===== src/hdl/bnc_pkg.sv =====
// Shared types and constants for the bracket nesting checker.
// Used by every module of the block; no dependencies.

package bnc_pkg;

	// Stack geometry and count limits
	localparam int STACK_DEPTH = 256;
	localparam int LVL_W = $clog2(STACK_DEPTH + 1);
	localparam int IDX_W = $clog2(STACK_DEPTH);
	localparam int BANK_D = (STACK_DEPTH + 1) / 2;
	localparam int BANK_AW = (BANK_D > 1) ? $clog2(BANK_D) : 1;

	localparam longint MAX_TOKENS = 65535;
	localparam int CNT_W = $clog2(MAX_TOKENS + 1);
	localparam int POS_W = 17;
	localparam int SUM_W = (CNT_W + 1 > POS_W) ? CNT_W + 1 : POS_W;

	// Character bytes that matter
	localparam logic [7:0] CH_LPAREN = 8'h28;
	localparam logic [7:0] CH_RPAREN = 8'h29;
	localparam logic [7:0] CH_STAR   = 8'h2A;
	localparam logic [7:0] CH_LT     = 8'h3C;
	localparam logic [7:0] CH_GT     = 8'h3E;
	localparam logic [7:0] CH_LSQ    = 8'h5B;
	localparam logic [7:0] CH_RSQ    = 8'h5D;
	localparam logic [7:0] CH_LCUR   = 8'h7B;
	localparam logic [7:0] CH_RCUR   = 8'h7D;

	// Opener codes held on the stack
	typedef logic [2:0] kind_t;
	localparam kind_t K_PAREN  = 3'd0;
	localparam kind_t K_SQUARE = 3'd1;
	localparam kind_t K_CURLY  = 3'd2;
	localparam kind_t K_ANGLE  = 3'd3;
	localparam kind_t K_PSTAR  = 3'd4;

	// Lookahead codes
	typedef logic [1:0] pend_t;
	localparam pend_t P_NONE  = 2'd0;
	localparam pend_t P_PAREN = 2'd1;
	localparam pend_t P_STAR  = 2'd2;

	// Per-line state; top mirrors the stack entry at level-1
	typedef struct packed {
		logic [LVL_W-1:0] level;
		pend_t            pend;
		logic [CNT_W-1:0] count;
		logic             failed;
		logic [CNT_W-1:0] fail_pos;
		logic             ovf;
		kind_t            top;
	} line_t;

	// Up to two pushes per item, at consecutive indexes
	typedef struct packed {
		logic             en0;
		logic [IDX_W-1:0] idx0;
		kind_t            code0;
		logic             en1;
		logic [IDX_W-1:0] idx1;
		kind_t            code1;
	} stk_wr_t;

endpackage


===== src/hdl/bnc_stack.sv =====
// Opener stack storage: two banks (even/odd index), one write and one
// registered read each per cycle, with same-cycle write forwarding. Uses bnc_pkg.

module bnc_stack (
	input  logic                    clk,
	input  bnc_pkg::stk_wr_t        wr,
	input  logic [bnc_pkg::IDX_W-1:0] rd_idx,
	output bnc_pkg::kind_t          sec
);
	import bnc_pkg::*;

	kind_t bank_rd_q [2];
	logic  sel_q;
	logic  fwd_q;
	kind_t fwd_code_q;

	function automatic logic [BANK_AW-1:0] f_baddr(input logic [IDX_W-1:0] i);
		return BANK_AW'(i >> 1);
	endfunction

	for (genvar b = 0; b < 2; b++) begin : g_bank
		kind_t                mem [BANK_D];
		logic                 we;
		logic [BANK_AW-1:0]   wa;
		kind_t                wd;

		always_comb begin
			priority if (wr.en0 && (wr.idx0[0] == 1'(b))) begin
				we = 1'b1;
				wa = f_baddr(wr.idx0);
				wd = wr.code0;
			end else if (wr.en1 && (wr.idx1[0] == 1'(b))) begin
				we = 1'b1;
				wa = f_baddr(wr.idx1);
				wd = wr.code1;
			end else begin
				we = 1'b0;
				wa = f_baddr(wr.idx0);
				wd = wr.code0;
			end
		end

		always_ff @(posedge clk) begin
			if (we) begin
				mem[wa] <= wd;
			end
			bank_rd_q[b] <= mem[f_baddr(rd_idx)];
		end
	end

	// forward an entry written in the same cycle it is read
	always_ff @(posedge clk) begin
		sel_q <= rd_idx[0];
		if (wr.en1 && (wr.idx1 == rd_idx)) begin
			fwd_q      <= 1'b1;
			fwd_code_q <= wr.code1;
		end else if (wr.en0 && (wr.idx0 == rd_idx)) begin
			fwd_q      <= 1'b1;
			fwd_code_q <= wr.code0;
		end else begin
			fwd_q      <= 1'b0;
			fwd_code_q <= wr.code0;
		end
	end

	assign sec = fwd_q ? fwd_code_q : bank_rd_q[sel_q];

endmodule


===== src/hdl/bnc_step.sv =====
// Token logic for one character: lookahead, push/pop, counting, end-of-line
// result. Purely combinational. Uses bnc_pkg.

module bnc_step (
	input  bnc_pkg::line_t             st,
	input  bnc_pkg::kind_t             sec,
	input  logic [7:0]                 ch,
	input  logic                       has,
	input  logic                       eol,
	input  logic                       go,
	output bnc_pkg::line_t             nx,
	output bnc_pkg::stk_wr_t           wr,
	output logic                       res_balanced,
	output logic [bnc_pkg::POS_W-1:0]  res_pos,
	output logic                       res_ovf
);
	import bnc_pkg::*;

	typedef struct packed {
		line_t   ln;
		kind_t   below;
		stk_wr_t wr;
	} wk_t;

	function automatic wk_t f_bump(input wk_t w);
		if (w.ln.count != CNT_W'(MAX_TOKENS)) begin
			w.ln.count = w.ln.count + CNT_W'(1);
		end
		return w;
	endfunction

	function automatic wk_t f_fail(input wk_t w);
		w.ln.failed   = 1'b1;
		w.ln.fail_pos = w.ln.count;
		w.ln.pend     = P_NONE;
		return w;
	endfunction

	function automatic wk_t f_open(input wk_t w, input kind_t code, input logic keep);
		w = f_bump(w);
		if (w.ln.level == LVL_W'(STACK_DEPTH)) begin
			w.ln.ovf = 1'b1;
			w = f_fail(w);
		end else begin
			if (keep) begin
				if (!w.wr.en0) begin
					w.wr.en0   = 1'b1;
					w.wr.idx0  = IDX_W'(w.ln.level);
					w.wr.code0 = code;
				end else begin
					w.wr.en1   = 1'b1;
					w.wr.idx1  = IDX_W'(w.ln.level);
					w.wr.code1 = code;
				end
			end
			w.below    = w.ln.top;
			w.ln.top   = code;
			w.ln.level = w.ln.level + LVL_W'(1);
		end
		return w;
	endfunction

	function automatic wk_t f_close(input wk_t w, input kind_t code);
		w = f_bump(w);
		if ((w.ln.level == '0) || (w.ln.top != code)) begin
			w = f_fail(w);
		end else begin
			w.ln.level = w.ln.level - LVL_W'(1);
			w.ln.top   = w.below;
		end
		return w;
	endfunction

	function automatic wk_t f_plain(input wk_t w, input logic [7:0] c);
		unique case (c)
			CH_LPAREN: w.ln.pend = P_PAREN;
			CH_STAR:   w.ln.pend = P_STAR;
			CH_LSQ:    w = f_open(w, K_SQUARE, 1'b1);
			CH_LCUR:   w = f_open(w, K_CURLY, 1'b1);
			CH_LT:     w = f_open(w, K_ANGLE, 1'b1);
			CH_RPAREN: w = f_close(w, K_PAREN);
			CH_RSQ:    w = f_close(w, K_SQUARE);
			CH_RCUR:   w = f_close(w, K_CURLY);
			CH_GT:     w = f_close(w, K_ANGLE);
			default:   w = f_bump(w);
		endcase
		return w;
	endfunction

	function automatic wk_t f_feed(input wk_t w, input logic [7:0] c);
		if (w.ln.pend == P_PAREN) begin
			w.ln.pend = P_NONE;
			if (c == CH_STAR) begin
				return f_open(w, K_PSTAR, 1'b1);
			end
			w = f_open(w, K_PAREN, 1'b1);
			if (w.ln.failed) begin
				return w;
			end
		end else if (w.ln.pend == P_STAR) begin
			w.ln.pend = P_NONE;
			if (c == CH_RPAREN) begin
				return f_close(w, K_PSTAR);
			end
			w = f_bump(w);
		end else begin
			w.ln.pend = P_NONE;
		end
		return f_plain(w, c);
	endfunction

	// held lookahead at end of line; the stack itself is dropped, so no write
	function automatic wk_t f_flush(input wk_t w);
		if (w.ln.pend == P_PAREN) begin
			w.ln.pend = P_NONE;
			w = f_open(w, K_PAREN, 1'b0);
		end else if (w.ln.pend == P_STAR) begin
			w.ln.pend = P_NONE;
			w = f_bump(w);
		end
		return w;
	endfunction

	wk_t              w;
	logic [SUM_W-1:0] open_pos;
	logic [SUM_W-1:0] fail_pos;

	always_comb begin
		w.ln    = st;
		w.below = sec;
		w.wr    = '0;
		if (go && has && !st.failed) begin
			w = f_feed(w, ch);
		end
		if (go && eol && !w.ln.failed) begin
			w = f_flush(w);
		end

		open_pos = SUM_W'(w.ln.count) + SUM_W'(1);
		fail_pos = SUM_W'(w.ln.fail_pos);

		res_balanced = !w.ln.failed && (w.ln.level == '0);
		res_ovf      = w.ln.ovf;
		priority if (res_balanced) begin
			res_pos = '0;
		end else if (w.ln.failed) begin
			res_pos = fail_pos[POS_W-1:0];
		end else begin
			res_pos = open_pos[POS_W-1:0];
		end

		nx = (go && eol) ? line_t'('0) : w.ln;
		wr = w.wr;
	end

endmodule


===== src/hdl/bracket_nesting_checker_core.sv =====
// Bracket nesting checker, top level. Depends on bnc_pkg, bnc_step, bnc_stack.
// Takes one character per transfer and checks the line for proper nesting.
//
// A line arrives as a run of input transfers (ch, has_char, end_of_line); the
// transfer with end_of_line set closes the line and produces exactly one result
// transfer (balanced, error_position, overflow). Other transfers produce none.
// Throughput is one character per clock: each character is captured in an
// input register, then the token logic updates the line state and, at end of
// line, loads the result register; balanced, error_position and overflow are
// driven straight from that register. The per-character cost is
// one top-of-stack compare plus up to two pushes or one pop; the top entry is
// kept in a register, and the entry below it comes from the registered read of
// a two-bank stack memory (even/odd index), so pushes of "(" followed by an
// opener land in different banks in the same cycle. The only stall: an
// end-of-line transfer held in the input register while the previous result
// still waits for result_ready. Nesting deeper than STACK_DEPTH (256) fails the
// line with overflow set; the token count saturates at 65535. The stack needs
// no clearing after reset or between lines.

module bracket_nesting_checker_core (
	input  logic                      clk,
	input  logic                      arst_n,
	// character channel
	input  logic                      item_valid,
	output logic                      item_ready,
	input  logic [7:0]                ch,
	input  logic                      has_char,
	input  logic                      end_of_line,
	// result channel
	output logic                      result_valid,
	input  logic                      result_ready,
	output logic                      balanced,
	output logic [bnc_pkg::POS_W-1:0] error_position,
	output logic                      overflow
);
	import bnc_pkg::*;

	// input register
	logic       v_s1;
	logic [7:0] ch_s1;
	logic       has_s1;
	logic       eol_s1;

	// line state and result register
	line_t            line_q;
	line_t            line_nx;
	logic             res_valid_q;
	logic             balanced_q;
	logic [POS_W-1:0] pos_q;
	logic             ovf_q;

	stk_wr_t          wr;
	kind_t            sec;
	logic             go;
	logic             res_balanced;
	logic [POS_W-1:0] res_pos;
	logic             res_ovf;
	logic [IDX_W-1:0] rd_idx;

	// The captured character is processed unless it closes a line and the
	// result slot is still occupied.
	assign go         = v_s1 && (!eol_s1 || !res_valid_q || result_ready);
	assign item_ready = !v_s1 || go;

	always_ff @(posedge clk or negedge arst_n) begin
		if (!arst_n) begin
			v_s1 <= 1'b0;
		end else if (item_valid && item_ready) begin
			v_s1 <= 1'b1;
		end else if (go) begin
			v_s1 <= 1'b0;
		end
	end

	always_ff @(posedge clk) begin
		if (item_valid && item_ready) begin
			ch_s1  <= ch;
			has_s1 <= has_char;
			eol_s1 <= end_of_line;
		end
	end

	bnc_step u_step (
		.st           (line_q),
		.sec          (sec),
		.ch           (ch_s1),
		.has          (has_s1),
		.eol          (eol_s1),
		.go           (go),
		.nx           (line_nx),
		.wr           (wr),
		.res_balanced (res_balanced),
		.res_pos      (res_pos),
		.res_ovf      (res_ovf)
	);

	// Entry under the new top: read it now so it is ready next cycle.
	assign rd_idx = IDX_W'(line_nx.level - LVL_W'(2));

	bnc_stack u_stack (
		.clk    (clk),
		.wr     (wr),
		.rd_idx (rd_idx),
		.sec    (sec)
	);

	always_ff @(posedge clk or negedge arst_n) begin
		if (!arst_n) begin
			line_q <= '0;
		end else begin
			line_q <= line_nx;
		end
	end

	always_ff @(posedge clk or negedge arst_n) begin
		if (!arst_n) begin
			res_valid_q <= 1'b0;
		end else if (go && eol_s1) begin
			res_valid_q <= 1'b1;
		end else if (result_ready) begin
			res_valid_q <= 1'b0;
		end
	end

	always_ff @(posedge clk) begin
		if (go && eol_s1) begin
			balanced_q <= res_balanced;
			pos_q      <= res_pos;
			ovf_q      <= res_ovf;
		end
	end

	assign result_valid   = res_valid_q;
	assign balanced       = balanced_q;
	assign error_position = pos_q;
	assign overflow       = ovf_q;

endmodule


===== config.mk =====
export PLATFORM = sky130hd
export DESIGN_NAME = bracket_nesting_checker_core
export DESIGN_NICKNAME = d
export VERILOG_FILES = /design/src/hdl/bnc_pkg.sv /design/src/hdl/bnc_stack.sv /design/src/hdl/bnc_step.sv /design/src/hdl/bracket_nesting_checker_core.sv
export SDC_FILE = /design/constraint.sdc
export NUM_CORES = 2
export LEC_CHECK = 0
export BUFFER_PORTS_ARGS = -buffer_cell sky130_fd_sc_hd__buf_2
export CORE_MARGIN = 2
export CORE_UTILIZATION = 60
export DETAILED_ROUTE_END_ITERATION = 16
export HOLD_SLACK_MARGIN = 0.08
export PLACE_DENSITY = 0.8
export SLEW_MARGIN = 30
export SYNTH_ARGS = -nofsm -noshare
export SYNTH_HDL_FRONTEND = slang
export SYNTH_SLANG_ARGS = --single-unit

===== constraint.sdc =====
create_clock -name clk -period 15.9 [get_ports clk]
set_input_delay 2.385 -clock clk [delete_from_list [all_inputs] [get_ports clk]]
set_output_delay 2.385 -clock clk [all_outputs]
set_load 0.02 [all_outputs]

Yosys cells after proc, flatten, opt, wreduce, memory -nomap -nowiden
Memories as Yosys holds them, arrays and structs flattened. A register that Yosys moved wholly into a read port is not among the register bits.
Cells that the tools add are included.
{"block": "totals", "memories": 3, "ff_bits": 83, "wordCells": 190, "out_inout_bits": 21, "ram_bits": 774}
{"block": "op_classes", "add_sub_neg": 10, "n_bitwise": 2, "n_mux": 96, "eq_ne": 25, "reduce_logical": 36}
{"memory": "u_stack.g_bank[0].mem", "words": 128, "word_bits": 3, "rd": 1, "rd_ports_with_merged_regs": 0, "write_ports": 1, "line": "bnc_stack.sv:22", "text": "kind_t mem [BANK_D];"}
{"memory": "u_stack.g_bank[1].mem", "words": 128, "word_bits": 3, "rd": 1, "rd_ports_with_merged_regs": 0, "write_ports": 1, "line": "bnc_stack.sv:22"}
{"memory": "u_stack.bank_rd_q", "words": 2, "word_bits": 3, "rd": 1, "rd_ports_with_merged_regs": 1, "write_ports": 2, "line": "bnc_stack.sv:12", "text": "kind_t bank_rd_q [2];"}
{"op": "2-to-1 mux 75 bit", "n": 13}
{"op": "case mux 64 bit (8 select lines)", "n": 1}
{"op": "2-to-1 mux 36 bit", "n": 8}
{"op": "2-to-1 mux 30 bit", "n": 5}
{"op": "2-to-1 mux 64 bit", "n": 2}
{"op": "2-to-1 mux 9 bit", "n": 8}
{"op": "2-to-1 mux 66 bit", "n": 1}
{"op": "2-to-1 mux 16 bit", "n": 4}
{"op": "2-to-1 mux 18 bit", "n": 3}
{"op": "adder 16 x 1 -> 16 bit, second input constant", "n": 3}
{"op": "2-to-1 mux 48 bit", "n": 1}
{"op": "!= test 16 bit, second input constant", "n": 3}
{"op": "case mux 9 bit (5 select lines)", "n": 1}
{"op": "equality test 8 x 6 -> 1 bit, second input constant", "n": 5}
{"op": "2-to-1 mux 12 bit", "n": 3}
{"op": "2-to-1 mux 11 bit", "n": 3}
{"op": "2-to-1 mux 3 bit", "n": 11}
{"op": "equality test 8 x 7 -> 1 bit, second input constant", "n": 4}
{"op": "2-to-1 mux 7 bit", "n": 4}
{"op": "adder 9 x 1 -> 9 bit, second input constant", "n": 3}
{"op": "equality test 9 bit, second input constant", "n": 3}
{"op": "logical NOT 9 bit", "n": 3}
{"op": "2-to-1 mux 1 bit", "n": 26}
{"op": "subtractor 9 x 1 -> 9 bit, second input constant", "n": 2}
{"op": "other kinds (18)", "n": 49}

Logic depth before layout (Yosys ltp)
{"block": "depth", "depth_word": 30, "depth_mapped": 28, "ltp_nobuf": 24}

Hierarchy
A second synthesis with hierarchy kept.
{"block": "hier_totals", "hier_cells": 2945, "hier_area_um2": 41543.6}
{"module": "bnc_stack", "n_inst": 1, "cells_each": 1577, "seq_area_each_um2": 23282.3, "area_each_um2": 31674.1}
{"module": "bnc_step", "n_inst": 1, "cells_each": 1266, "seq_area_each_um2": 0.0, "area_each_um2": 7597.3}
{"module": "bracket_nesting_checker_core", "n_inst": 1, "cells_each": 102, "seq_area_each_um2": 2122.0, "area_each_um2": 2272.2}

Worst setup path after synthesis
No wires, ideal clock.
{"block": "synth_path", "path_type": "input -> register", "from": "input port result_ready", "to": "memory u_stack.g_bank[0].mem[0][0] (netlist bit), data pin", "setup_slack_ns": 5.026, "t_arrival_ns": 9.661, "cell_stages": 11, "setup_ns": 1.213, "path_buffers": 4, "required_time_ns": 14.687, "path_cell_list": "nand3b_1 -> nand2_1 -> clkbuf_1 -> buf_1 -> clkbuf_1 -> a21oi_1 -> and2_1 -> nor2_1 -> clkbuf_1 -> a21oi_1 -> nor3b_1"}
{"block": "synth_via", "elab_chain_cells": 12}
{"item": "from (decl)", "line": "bracket_nesting_checker_core.sv:31", "text": "input logic result_ready,"}
{"item": "logical OR 1 bit (*)", "line": "bracket_nesting_checker_core.sv:62", "text": "assign go = v_s1 && (!eol_s1 || !res_valid_q || result_ready);"}
{"item": "logical AND 1 bit (*)", "line": "bracket_nesting_checker_core.sv:62"}
{"item": "logical AND 1 bit (2 in a row)", "line": "bnc_step.sv:132", "text": "if (go && has && !st.failed) begin"}
{"item": "2-to-1 mux 75 bit", "line": "bnc_step.sv:132"}
{"item": "equality test 2 x 1 -> 1 bit, or another cell as far along", "line": "bnc_step.sv:114", "text": "if (w.ln.pend == P_PAREN) begin"}
{"item": "2-to-1 mux 75 bit / logical AND 1 bit (equally long branches)", "line": "bnc_step.sv:114, bnc_step.sv:135"}
{"item": "2-to-1 mux 75 bit (*)", "line": "bnc_step.sv:135", "text": "if (go && eol && !w.ln.failed) begin"}
{"item": "inverter 1 bit", "line": "bnc_stack.sv:32", "text": "end else if (wr.en1 && (wr.idx1[0] == 1'(b))) begin"}
{"item": "logical AND 1 bit", "line": "bnc_stack.sv:32"}
{"item": "2-to-1 mux 3 bit", "line": "bnc_stack.sv:32"}
{"item": "2-to-1 mux 3 bit (*)", "line": "bnc_stack.sv:28", "text": "priority if (wr.en0 && (wr.idx0[0] == 1'(b))) begin"}
{"item": "named net u_stack.g_bank[0].wd[0]", "line": "bnc_stack.sv:25", "text": "kind_t wd;"}
{"item": "to (decl)", "line": "bnc_stack.sv:22"}
Mark *: on every way through the listed nets, which the timed path passes. The rest lies on a longest branch.

Worst setup path in the final report
{"block": "layout_path", "from": "register ch_s1[2]", "to": "register pos_q[12], in the netlist error_position[12], data pin"}
{"block": "layout_via", "elab_chain_cells": 22}
{"item": "from (decl)", "line": "bracket_nesting_checker_core.sv:40", "text": "logic [7:0] ch_s1;"}
{"item": "from (signal assigned)", "line": "bracket_nesting_checker_core.sv:77", "text": "ch_s1 <= ch;"}
{"item": "equality test 8 x 6 -> 1 bit", "line": "bnc_step.sv:75, bnc_step.sv:102"}
{"item": "2-to-1 mux 1 bit", "line": "bnc_step.sv:102", "text": "if (c == CH_RPAREN) begin"}
{"item": "2-to-1 mux 1 bit", "line": "bnc_step.sv:100", "text": "end else if (w.ln.pend == P_STAR) begin"}
{"item": "2-to-1 mux 1 bit", "line": "bnc_step.sv:91", "text": "if (w.ln.pend == P_PAREN) begin"}
{"item": "2-to-1 mux 1 bit", "line": "bnc_step.sv:132"}
{"item": "2-to-1 mux 64 bit", "line": "bnc_step.sv:105", "text": "w = f_bump(w);"}
{"item": "2-to-1 mux 64 bit", "line": "bnc_step.sv:100"}
{"item": "2-to-1 mux 75 bit", "line": "bnc_step.sv:91"}
{"item": "(+6 left out)"}
{"item": "2-to-1 mux 75 bit (*)", "line": "bnc_step.sv:132"}
{"item": "adder 16 x 1 -> 16 bit / != test 16 bit (equally long branches)", "line": "bnc_step.sv:27, bnc_step.sv:26"}
{"item": "2-to-1 mux 16 bit", "line": "bnc_step.sv:26", "text": "if (w.ln.count != CNT_W'(MAX_TOKENS)) begin"}
{"item": "2-to-1 mux 66 bit", "line": "bnc_step.sv:117", "text": "end else if (w.ln.pend == P_STAR) begin"}
{"item": "2-to-1 mux 75 bit", "line": "bnc_step.sv:114"}
{"item": "2-to-1 mux 75 bit (*)", "line": "bnc_step.sv:135"}
{"item": "adder 16 x 1 -> 17 bit", "line": "bnc_step.sv:139", "text": "open_pos = SUM_W'(w.ln.count) + SUM_W'(1);"}
{"item": "2-to-1 mux 16 bit", "line": "bnc_step.sv:146", "text": "end else if (w.ln.failed) begin"}
{"item": "to (signal assigned)", "line": "bracket_nesting_checker_core.sv:128", "text": "pos_q <= res_pos;"}
{"item": "to (decl)", "line": "bracket_nesting_checker_core.sv:49", "text": "logic [POS_W-1:0] pos_q;"}
Every way passes the cells marked *; elsewhere a longest branch is shown, timed or not. The select of a mux whose other input is x is not followed.
A chain may end at the register's enable or synchronous reset.

==> results_dict.tcl <==
set metrics [dict create \
    status "finished clean" \
    synth-main-ff-cell "edfxtp_1" \
    synthCells 2951 \
    leakage_nw 13.7 \
    worst_clock_skew_ns 0.0397 \
    path_class "reg2reg" \
    synth-edff-count 797 \
    worst_setup_path_end_kind "flop" \
    crit_slowest_cell "nor4b_4" \
    io_pins 35 \
    holdWs_ns 0.567 \
    highest_layer "met4" \
    crit_path_start_kind "flop" \
    max_cap_viol_count 0 \
    ys_warn_count 0 \
    synthToLayoutAreaGrowth_pct 9.05 \
    num_rows 96 \
    wl_per_cell_um 30.0 \
    fin_tns_setup_ns 0 \
    grt_usage_pct 33.3 \
    grt_pass1_wl_um 177000 \
    dieHeight_um 266 \
    viasPerCell 7.18 \
    met2_length_um 57400 \
    post_cts_resized 0 \
    totalWireLength_um 117000 \
    dr.pass1.iters 6 \
    netlist_area_sq_um 41200 \
    post-cts-setup-buffers 0 \
    final_nets 2976 \
    cts_sinks 858 \
    max_slew.worst_pin.slew_ns 1.08 \
    slew_headroom_pct 27.4 \
    antenna_cells 0 \
    cts_tree "done" \
    cts_max_level 3 \
    ir_drop_mv 0.104 \
    syn_nets 2979 \
    antenna_found_initial 0 \
    overflow 0 \
    wl_met3_um 12100 \
    drv_slew 0 \
    crit_arrival_ns 8.32 \
    m1WireLength_um 41400 \
    fin_area_sq_um 45000 \
    timing.fmax_mhz 126 \
    cts_buffer_depth 3 \
    hold_viol_final 0 \
    dieArea_sq_um 70900 \
    dp_hpwl_um 72200 \
    syn_avg_cell_area_sq_um 14.0 \
    antenna_left 0 \
    critPathMaxFanout 13 \
    clkTransAtPathRegs_ns 0.06 \
    max_stage_delay_ns 0.71 \
    setup_viol 0 \
    gp_congestion 1.03 \
    numCtsBuffers 85 \
    path_cells "nor4b_4 > a31oi_2 > o21ai_2 > xnor2_1 > ha_1 > nand2_1 > mux2_2 > a21oi_1 > nand4_1 > and3_1 > a211o_1 > inv_2 > ha_1 > nand2_1 > nor4b_4 > a21o_2 > xnor2_1 > ha_1 > nand2_1 > or4b_4 > xnor2_1 > o22ai_1" \
    vias 28000 \
    dieWidth_um 266 \
    core_area_sq_um 68300 \
    drive_gt1_share_pct 17.5 \
    fin_crit_ns 7.95 \
    ys_async_sr_fraction_pct 5.83 \
    drc 0 \
    cts-root-buf "clkbuf_16" \
    multi_input_area_sq_um 15100 \
    seq_area_sq_um 25400 \
    grt_setup_unrepaired "no" \
    port_buffers 34 \
    initial_utilization_pct 60.4 \
    power_density_nw_per_um2 128 \
    place_area_sq_um 42300 \
    hold_buffers 0 \
    insertion_delay_ns 0.67 \
    critPathRequiredTime_ns 16.27 \
    holdCritPathClass "reg2reg" \
    ys_ff_latch 858 \
    nFillCells 4494 \
    seq_area_frac_synth_pct 61.6 \
    drt_iter0_drc 4053 \
    grt_max_degree 97 \
    min_period_over_period_pct 50.0 \
    grt_pass1_vias 27800 \
    synth_cell_types 116 \
]
state kept, by name, summed over array words and instances (netlist names), named ones only:
register	count
v_s1	1
eol_s1	1
u_stack.fwd_q	1
u_stack.g_bank.mem	768
error_position	17
u_stack.bank_rd_q	6
result_valid	1
u_stack.fwd_code_q	3
overflow	1
line_q	48
has_s1	1
ch_s1	8
balanced	1
cell usage in the layout, fill, tap and decap left out, drive strengths merged, types with 60 or more instances in the layout:
master | netlist | final
buf | 58 | 79
xnor2 | 60 | 60
nor2 | 430 | 430
a21oi | 106 | 106
nand3 | 86 | 86
edfxtp | 797 | 797
o21ai | 95 | 95
nand2 | 217 | 217
clkbuf | 111 | 108
mux4 | 228 | 228
Yosys cell counts (40+ instances only):
| cell type | instances | area, sq um |
|---|---|---|
| edfxtp_1 | 797 | 23900 |
| nor2_1 | 426 | 1600 |
| mux4_2 | 228 | 5130 |
| nand2_1 | 215 | 807 |
| clkbuf_1 | 111 | 417 |
| a21oi_1 | 104 | 521 |
| o21ai_0 | 87 | 435 |
| nand3_1 | 86 | 430 |
| xnor2_1 | 56 | 490 |
| nor3_1 | 54 | 270 |
| dfrtp_1 | 50 | 1250 |
| mux2i_1 | 40 | 400 |
critical path: cells and delay by family (launching register included):
family,cells,cell delay (ns)
XOR/XNOR,3,0.62
AND/OR/NAND/NOR,8,3.09
adder cells (fa/ha/maj),3,0.88
AO/OA/AOI/OAI,6,2.10
multiplexers,1,0.33
flip-flops,1,0.49
buffers and inverters,1,0.17
report_power, final:
group | switching [mW] | internal, mW
clock | 0.865 | 1.08
combinational | 0.769 | 0.533
sequential | 0.0610 | 2.47
worst paths after layout:
check	cells past startpoint	start	slack (ns)	to
setup / recovery	22	ch_s1[2]	7.95	error_position[12]
hold / removal	2	line_q[3]	0.57	line_q[3]
setup reg to reg	22	ch_s1[2]	7.95	error_position[12]
hold reg to reg	2	line_q[3]	0.57	line_q[3]
max in group asynchronous	2	arst_n	13.45	line_q[35]
min in group asynchronous	2	arst_n	1.88	line_q[2]
cell families (layout without fill, tap and decap cells):
| group | after synthesis | after routing | synth area share (%) |
|---|---|---|---|
| AO/OA/AOI/OAI | 490 | 490 | 8.31 |
| XOR/XNOR | 89 | 89 | 1.96 |
| adder cells (fa/ha/maj) | 14 | 14 | 0.425 |
| buffers and inverters | 206 | 267 | 2.17 |
| flip-flops | 858 | 858 | 61.6 |
| multiplexers | 295 | 295 | 14.2 |
| AND/OR/NAND/NOR | 999 | 999 | 11.4 |
per-layer routing:
layer	track usage [%]	up-vias
li1	-	11600
met1	43.0	14000
met2	54.5	1995
met3	6.71	402
met4	16.6	0
met5	0	-
area by class of cell:
| class | instances | area share [%] |
|---|---|---|
| clock buffers | 108 | 5.06 |
| clock inverters | 43 | 0.770 |
| inverters | 37 | 0.337 |
| multi-input cells | 1887 | 33.6 |
| flip-flops and latches | 858 | 56.5 |
| well taps | 882 | 2.45 |
| repair buffers | 79 | 1.30 |
per-stage QoR:
stage | setup slack (ns) | power [mW] | cells | util (%)
global placement | 7.98 | 3.79 | 3739 | 61.7
CTS | 8.07 | 5.76 | 3892 | 65.7
finish | 7.95 | 5.78 | 3894 | 65.8
floorplan | 5.03 | 3.48 | 2951 | -
detailed placement | 7.87 | 3.83 | 3741 | 61.8
global route | 7.35 | 5.92 | 3894 | 65.8
Note: power is estimated with default switching activity, not from simulation.
